**src/sv/bss_pkg.sv**
```systemverilog
package bss_pkg;

  localparam int PADDR_W = 4;
  localparam int PDATA_W = 32;

  localparam logic [1:0] OP_ADD   = 2'd0;
  localparam logic [1:0] OP_READ  = 2'd1;
  localparam logic [1:0] OP_CLEAR = 2'd2;

  localparam logic [1:0] REG_MIN_TEMP  = 2'd0;
  localparam logic [1:0] REG_MAX_TEMP  = 2'd1;
  localparam logic [1:0] REG_SEL_MONTH = 2'd2;

  localparam logic [3:0] LAST_MONTH  = 4'd12;
  localparam logic [4:0] LAST_DAY    = 5'd31;
  localparam logic [4:0] LAST_HOUR   = 5'd23;
  localparam logic [5:0] LAST_MINUTE = 6'd59;

  localparam logic signed [7:0] EMPTY_MIN = 8'sh7f;
  localparam logic signed [7:0] EMPTY_MAX = 8'sh80;

  localparam logic signed [7:0] MIN_TEMP_RESET = -8'sd99;
  localparam logic signed [7:0] MAX_TEMP_RESET = 8'sd99;

  typedef struct packed {
    logic [1:0]        opcode;
    logic              well_formed;
    logic [3:0]        month;
    logic [4:0]        day;
    logic [4:0]        hour;
    logic [5:0]        minute;
    logic signed [7:0] temperature;
  } item_t;

  typedef struct packed {
    logic               accepted;
    logic [3:0]         bin_index;
    logic [23:0]        valid_rows;
    logic [23:0]        sample_count;
    logic signed [31:0] sample_total;
    logic signed [7:0]  sample_min;
    logic signed [7:0]  sample_max;
    logic [23:0]        error_rows;
  } result_t;

  typedef struct packed {
    logic signed [7:0] min_temp;
    logic signed [7:0] max_temp;
    logic [3:0]        sel_month;
  } cfg_t;

  typedef struct packed {
    logic capture;
    logic exec;
    logic load_out;
  } cmd_t;

endpackage

```
**src/sv/bss_ctrl.sv**
```systemverilog
module bss_ctrl (
  input  logic          clk,
  input  logic          rst,
  input  logic          item_valid,
  output logic          item_stall,
  output logic          result_valid,
  input  logic          result_stall,
  output bss_pkg::cmd_t cmd
);
  import bss_pkg::*;

  typedef enum logic [1:0] {
    S_IDLE,
    S_EXEC,
    S_REPORT
  } state_t;

  state_t state;
  logic   out_free;

  assign out_free   = !result_valid || !result_stall;
  assign item_stall = (state != S_IDLE);

  always_comb begin
    cmd          = '0;
    cmd.capture  = (state == S_IDLE) && item_valid;
    cmd.exec     = (state == S_EXEC);
    cmd.load_out = (state == S_REPORT) && out_free;
  end

  always_ff @(posedge clk) begin
    if (rst) begin
      state        <= S_IDLE;
      result_valid <= 1'b0;
    end else begin
      // raise the result on a load and drop it once the downstream side takes it
      if (cmd.load_out) begin
        result_valid <= 1'b1;
      end else if (result_valid && !result_stall) begin
        result_valid <= 1'b0;
      end
      case (state)
        S_IDLE: begin
          if (item_valid) state <= S_EXEC;
        end
        S_EXEC: begin
          state <= S_REPORT;
        end
        S_REPORT: begin
          if (out_free) state <= S_IDLE;
        end
        default: begin
          state <= S_IDLE;
        end
      endcase
    end
  end

endmodule

```
**src/sv/bss_datapath.sv**
```systemverilog
module bss_datapath #(
  parameter int NUM_BINS   = 13,
  parameter int COUNT_BITS = 24
) (
  input  logic             clk,
  input  logic             rst,
  input  bss_pkg::cmd_t    cmd,
  input  bss_pkg::cfg_t    cfg,
  input  bss_pkg::item_t   item,
  output bss_pkg::result_t result
);
  import bss_pkg::*;

  localparam int BinW = $clog2(NUM_BINS);

  typedef logic [COUNT_BITS-1:0] count_t;
  localparam count_t CountMax = '1;

  function automatic count_t sat_inc(input count_t c);
    return (c == CountMax) ? c : c + 1'b1;
  endfunction

  item_t             cur;
  logic              acc;
  count_t            rej;
  count_t            rows [NUM_BINS];
  count_t            cnt  [NUM_BINS];
  logic signed [31:0] tot [NUM_BINS];
  logic signed [7:0] lo   [NUM_BINS];
  logic signed [7:0] hi   [NUM_BINS];

  logic [BinW-1:0]   idx;
  logic              in_range;
  logic              valid_rec;
  logic              take;
  logic              filt;
  logic              add_m;
  logic              add_0;
  logic signed [31:0] temp_ext;
  result_t           next_result;

  assign idx       = cur.month[BinW-1:0];
  assign in_range  = {1'b0, cur.month} < 5'(NUM_BINS);
  assign temp_ext  = 32'(cur.temperature);

  assign valid_rec = cur.well_formed
                  && (cur.month >= 4'd1) && (cur.month <= LAST_MONTH)
                  && (cur.day >= 5'd1) && (cur.day <= LAST_DAY)
                  && (cur.hour <= LAST_HOUR)
                  && (cur.minute <= LAST_MINUTE)
                  && (cur.temperature >= cfg.min_temp)
                  && (cur.temperature <= cfg.max_temp);
  assign take      = valid_rec && in_range;
  assign filt      = (cfg.sel_month == 4'd0) || (cfg.sel_month == cur.month);
  // a saturated bin ignores further samples
  assign add_m     = filt && (cnt[idx] != CountMax);
  assign add_0     = filt && (cnt[0] != CountMax);

  always_ff @(posedge clk) begin
    if (cmd.capture) cur <= item;
    if (cmd.exec) acc <= (cur.opcode == OP_ADD) && take;

    if (rst || (cmd.exec && (cur.opcode == OP_CLEAR))) begin
      for (int i = 0; i < NUM_BINS; i++) begin
        rows[i] <= '0;
        cnt[i]  <= '0;
        tot[i]  <= '0;
        lo[i]   <= EMPTY_MIN;
        hi[i]   <= EMPTY_MAX;
      end
      rej <= '0;
    end else if (cmd.exec && (cur.opcode == OP_ADD)) begin
      if (take) begin
        // month bin is never bin 0 here, so the two writes never collide
        rows[idx] <= sat_inc(rows[idx]);
        rows[0]   <= sat_inc(rows[0]);
        if (add_m) begin
          cnt[idx] <= cnt[idx] + 1'b1;
          tot[idx] <= tot[idx] + temp_ext;
          if (cur.temperature < lo[idx]) lo[idx] <= cur.temperature;
          if (cur.temperature > hi[idx]) hi[idx] <= cur.temperature;
        end
        if (add_0) begin
          cnt[0] <= cnt[0] + 1'b1;
          tot[0] <= tot[0] + temp_ext;
          if (cur.temperature < lo[0]) lo[0] <= cur.temperature;
          if (cur.temperature > hi[0]) hi[0] <= cur.temperature;
        end
      end else begin
        rej <= sat_inc(rej);
      end
    end

    if (cmd.load_out) result <= next_result;
  end

  always_comb begin
    next_result            = '0;
    next_result.accepted   = acc;
    next_result.bin_index  = cur.month;
    next_result.error_rows = 24'(rej);
    if (in_range) begin
      next_result.valid_rows   = 24'(rows[idx]);
      next_result.sample_count = 24'(cnt[idx]);
      next_result.sample_total = tot[idx];
      next_result.sample_min   = lo[idx];
      next_result.sample_max   = hi[idx];
    end else begin
      next_result.sample_min   = EMPTY_MIN;
      next_result.sample_max   = EMPTY_MAX;
    end
  end

endmodule

```
**src/sv/binned_sample_statistics.sv**
```systemverilog
// Channel   Direction  Handshake                  Payload
// item      in         item_valid / item_stall    bss_pkg::item_t
// result    out        result_valid / result_stall bss_pkg::result_t
// config    in         APB psel/penable/pwrite    3 registers at 0x0, 0x4, 0x8
//
// Each item passes through three steps: capture, update of the month bin and
// bin 0, and load of the result register after the update.
// The statistics registers are flip-flops; reset and a clear operation set
// them to the empty values.
// A new item is taken while an earlier result still waits in the result
// register; a stalled result holds the block in its report step.
module binned_sample_statistics #(
  parameter int NUM_BINS   = 13,
  parameter int COUNT_BITS = 24
) (
  input  logic                            clk,
  input  logic                            rst,
  input  logic                            item_valid,
  output logic                            item_stall,
  input  bss_pkg::item_t                  item,
  output logic                            result_valid,
  input  logic                            result_stall,
  output bss_pkg::result_t                result,
  input  logic                            psel,
  input  logic                            penable,
  input  logic                            pwrite,
  input  logic [bss_pkg::PADDR_W-1:0]     paddr,
  input  logic [bss_pkg::PDATA_W-1:0]     pwdata,
  output logic [bss_pkg::PDATA_W-1:0]     prdata,
  output logic                            pready
);
  import bss_pkg::*;

  cfg_t cfg;
  cmd_t cmd;
  logic cfg_write;

  assign pready    = 1'b1;
  assign cfg_write = psel && penable && pwrite && pready;

  always_ff @(posedge clk) begin
    if (rst) begin
      cfg.min_temp  <= MIN_TEMP_RESET;
      cfg.max_temp  <= MAX_TEMP_RESET;
      cfg.sel_month <= 4'd0;
    end else if (cfg_write) begin
      case (paddr[3:2])
        REG_MIN_TEMP:  cfg.min_temp  <= pwdata[7:0];
        REG_MAX_TEMP:  cfg.max_temp  <= pwdata[7:0];
        REG_SEL_MONTH: cfg.sel_month <= pwdata[3:0];
        default: ;
      endcase
    end
  end

  always_comb begin
    case (paddr[3:2])
      REG_MIN_TEMP:  prdata = {24'd0, cfg.min_temp};
      REG_MAX_TEMP:  prdata = {24'd0, cfg.max_temp};
      REG_SEL_MONTH: prdata = {28'd0, cfg.sel_month};
      default:       prdata = '0;
    endcase
  end

  bss_ctrl u_ctrl (
    .clk          (clk),
    .rst          (rst),
    .item_valid   (item_valid),
    .item_stall   (item_stall),
    .result_valid (result_valid),
    .result_stall (result_stall),
    .cmd          (cmd)
  );

  bss_datapath #(
    .NUM_BINS   (NUM_BINS),
    .COUNT_BITS (COUNT_BITS)
  ) u_datapath (
    .clk    (clk),
    .rst    (rst),
    .cmd    (cmd),
    .cfg    (cfg),
    .item   (item),
    .result (result)
  );

  // the block is busy for the cycle after taking a transfer
  a_busy_after_take: assert property (@(posedge clk) disable iff (rst)
    item_valid && !item_stall |=> item_stall)
    else $error("item channel open right after a transfer");

  // an accepted record always leaves a nonzero valid-row count in its bin
  a_accept_counts: assert property (@(posedge clk) disable iff (rst)
    result_valid && result.accepted |-> result.valid_rows != 24'd0)
    else $error("accepted record with zero valid rows");

  // bins outside the table report as empty
  a_empty_bin: assert property (@(posedge clk) disable iff (rst)
    result_valid && ({1'b0, result.bin_index} >= 5'(NUM_BINS))
      |-> result.sample_count == 24'd0 && result.valid_rows == 24'd0
          && !result.accepted)
    else $error("bin outside the table reports data");

endmodule
```
**config.mk**
```make
export PLATFORM = sky130hd
export DESIGN_NAME = binned_sample_statistics
export DESIGN_NICKNAME = d
export VERILOG_FILES = /design/src/sv/bss_pkg.sv /design/src/sv/bss_ctrl.sv /design/src/sv/bss_datapath.sv /design/src/sv/binned_sample_statistics.sv
export SDC_FILE = /design/constraint.sdc
export NUM_CORES = 2
export LEC_CHECK = 0
export BUFFER_PORTS_ARGS = -buffer_cell sky130_fd_sc_hd__buf_2
export CAP_MARGIN = 5
export CORE_ASPECT_RATIO = 1.2
export CORE_UTILIZATION = 62
export DETAILED_ROUTE_END_ITERATION = 6
export PLACE_DENSITY = 0.79
export SYNTH_ARGS = -nofsm -noshare
export SYNTH_HDL_FRONTEND = slang
export SYNTH_HIERARCHICAL = 1
export SYNTH_SLANG_ARGS = --single-unit
```
**constraint.sdc**
```tcl
create_clock -name clk -period 10.3 [get_ports clk]
set_clock_uncertainty 0.1 [all_clocks]
set_input_delay 2.575 -clock clk [delete_from_list [all_inputs] [get_ports clk]]
set_output_delay 2.575 -clock clk [all_outputs]
set_load 0.03 [all_outputs]
```
==> impl_metrics.json <==
{
  "status": "finished, final reports clean",
  "initial_core_util_pct": 62.5,
  "slew_violations": 0,
  "cts_sinks": 1739,
  "synth-adder-area-share_pct": 1.86,
  "fin_crit_ps": 7010,
  "clock_path_buffers": 3,
  "max_cap_violations": 0,
  "slew_headroom_pct": 12.1,
  "ctsResizeCount": 0,
  "ant_nets": 0,
  "dieArea_um2": 128000,
  "fmax_mhz": 143,
  "yosys_warnings": 6,
  "combPwrFrac_pct": 15.5,
  "layout-drive-gt1-share_pct": 19.1,
  "synth-seq-area-share_pct": 66.1,
  "firstDrtPassIters": 6,
  "p_seq_share_pct": 50.4,
  "place_congestion": 0.861,
  "synthArstFlopShare_pct": 0,
  "synth_xor_area_share_pct": 1.79,
  "cp.required_ps": 10720,
  "synth-edff-count": 1688,
  "drt_drc_violations_left": 0,
  "rsz0062_at_grt": "no",
  "htree_levels": 4,
  "vias": 46801,
  "grt_pass1_vias": 47572,
  "grt-ovfl-total": 0,
  "power_mw": 17.0,
  "ios": 234,
  "cts_tree": "done",
  "die_w_um": 326,
  "syn_inst": 5227,
  "hold_class": "reg -> reg",
  "synth_top_family_by_area": "multiplexers",
  "switchingPower_mw": 4.49,
  "power.density_nw_per_um2": 196,
  "final_nets": 5778,
  "viasPerCell": 6.35,
  "tns_ps": 0,
  "synth_top_area_share_pct": 64.8,
  "power_leakage_nw": 31.4,
  "grt_max_degree": 110,
  "start_kind": "flop",
  "setup_viol": 0,
  "synth.cell_area_um2": 78200,
  "groute.usage.overall_pct": 30.5,
  "vdd_drop_max_uv": 192,
  "post_cts_buffers": 0,
  "core-area_um2": 125000,
  "critPathKind": "reg -> reg",
  "clkPwrFrac_pct": 34.2,
  "grt_pass1_wl_um": 286000,
  "path_clk_slew_ps": 60,
  "post-place-cells": 7076,
  "syn_to_final_growth_pct": 10.6,
  "die_y_um": 391,
  "dpl.hpwl_um": 111000,
  "yosys-top-cells-area": "edfxtp_1, mux4_2, nor2_1",
  "syn_area_per_cell_um2": 15.0,
  "wl_per_cell_um": 26.1,
  "ys_ff_latch": 1739,
  "port_buffers": 177,
  "wl_um": 192000,
  "muxShareOfSynthArea_pct": 14.3,
  "postLayoutCoreUtil_pct": 69.2,
  "clk_latency_ps": 810,
  "numCtsBuffers": 164,
  "ys_types": 76,
  "hold_viol": 0,
  "crit_arrival_ps": 7440,
  "worstSetupEndpointType": "flop",
  "intPower_mw": 12.5,
  "drt-initial-drc-count": 5518,
  "fin_crit_sh_pct": 68.1,
  "synth-simple-area-share_pct": 10.5,
  "synth_area_leader_cell": "edfxtp_1",
  "antenna_found_initial": 2,
  "synthFlopType": "edfxtp_1",
  "switching_share_pct": 26.5,
  "worst_pin_slew_ps": 1310,
  "rows": 142,
  "cts-root-buf": "clkbuf_16",
  "synth_compound_area_share_pct": 2.14,
  "cts_hold_buf": 0,
  "cp_max_fo": 97,
  "final_cells": 7374
}
==> worst max-delay path: stages (launching register included) <==
cell and delay, ps:
dfxtp_4 700, buf_12 690, mux4_2 610, mux4_2 510, ha_1 310, a211oi_1 370, nor2_1 90, o31ai_1 630
nand4b_1 280, a31oi_1 380, o21ai_0 440, a31oi_1 590, mux2i_1 890, nor2_1 90
==> cell usage in the layout (no fill, tap or decap), drive strengths merged, types with 10 or more instances in the layout <==
cell type	count
nand4	37
a21oi	67
conb	313
a21o	26
o21bai	11
or2	20
nand2	206
ha	113
and2	104
nand2b	42
clkbuf	215
nand3	66
nor2b	20
clkinv	54
buf	281
mux4	477
dfxtp	51
nor3	114
nor4	10
nor2	1170
inv	183
mux2i	39
xnor2	76
xor2	82
o21a	17
nor3b	13
edfxtp	1688
and3	26
o21ai	74
==> power groups by stage <==
stage / registers, mW / clock network (mW) / logic [mW]
after floorplan: 8.65 / 0 / 1.91
after global placement: 8.65 / 0 / 2.50
after detailed placement: 8.69 / 0 / 2.57
after CTS: 8.55 / 5.87 / 2.59
after global routing: 8.58 / 6.12 / 2.80
final: 8.55 / 5.80 / 2.62
==> state kept, by name, indices dropped and copies added, names as in the netlist, named ones only <==
name / count
u_datapath/acc: 1
u_datapath/cnt: 384
u_datapath/tot: 512
u_datapath/idx: 4
u_datapath/hi: 128
u_ctrl/result_valid: 1
cfg: 20
u_datapath/cur: 22
u_datapath/rej: 24
u_datapath/lo: 128
u_datapath/rows: 384
u_datapath/result: 125
u_ctrl/state: 2
==> cell usage after synthesis, types with 10 or more instances <==
| library cell | instances |
|---|---|
| nand2b_1 | 42 |
| o21ai_0 | 74 |
| xor2_1 | 82 |
| nor2_2 | 11 |
| nor2_1 | 1159 |
| nor2b_1 | 19 |
| buf_4 | 37 |
| buf_2 | 93 |
| or2_1 | 12 |
| buf_6 | 23 |
| edfxtp_1 | 1688 |
| o21a_1 | 17 |
| and3_1 | 26 |
| nand3_1 | 65 |
| clkbuf_1 | 198 |
| inv_1 | 170 |
| nor3_2 | 25 |
| nand2_1 | 206 |
| o21bai_1 | 11 |
| buf_1 | 45 |
| nor3_1 | 88 |
| ha_1 | 113 |
| nand4_1 | 37 |
| mux2i_1 | 39 |
| a21oi_1 | 67 |
| and2_1 | 104 |
| a21o_1 | 26 |
| mux4_2 | 477 |
| dfxtp_1 | 51 |
| xnor2_1 | 74 |
| nor3b_1 | 10 |
==> logic make-up after synthesis <==
kind of cell	Yosys count
AO/OA/AOI/OAI	265
XOR/XNOR	158
other	3
flip-flops	1739
buffers and inverters	567
multiplexers	523
AND/OR/NAND/NOR	1857
adder cells (fa/ha/maj)	115
==> per-stage QoR <==
step                      hold slack, ps  setup WS [ps]  cell area [um2]
after floorplan                      300            934            79400
after global placement               312           3450            81500
after detailed placement             307           3320            81500
after CTS                            321           3310            86500
after global routing                 331           3080            86500
final                                320           3290            86500
==> metal layers <==
| metal | share of wire (%) | up-vias | track usage [%] | wire [um] |
|---|---|---|---|---|
| li1 | - | 19789 | - | - |
| met4 | 4.2 | 0 | 13.3 | 7990 |
| met5 | 0 | - | 0 | 0 |
| met2 | 52 | 2781 | 52.5 | 99100 |
| met3 | 9.7 | 518 | 5.06 | 18700 |
| met1 | 35 | 23713 | 38.1 | 66600 |
==> final cells by class <==
class                      count  area, um2
multi-input combinational   3231      25300
clock buffer                 214       4380
tap                         1656       2070
antenna                        1       2.50
inverter                     171        642
timing repair buffer         282       1720
clock inverter                80        672
sequential                  1739      51700
fill                        8048      38500
==> path summary, 6_finish.rpt <==
path | startpoint | to | slack [ps] | cells after the start
worst min register to register | u_datapath/acc$_DFFE_PP_ | u_datapath/result[124]$_DFFE_PP_ | 320 | 0
worst max-delay path | flop | u_datapath/tot[4][29]$_SDFFCE_PN0P_ | 3290 | 13
worst max register to register | flop | u_datapath/tot[4][29]$_SDFFCE_PN0P_ | 3290 | 13
worst min-delay path | u_datapath/acc$_DFFE_PP_ | u_datapath/result[124]$_DFFE_PP_ | 320 | 0
No activity file was read; power rests on OpenSTA's default activity.
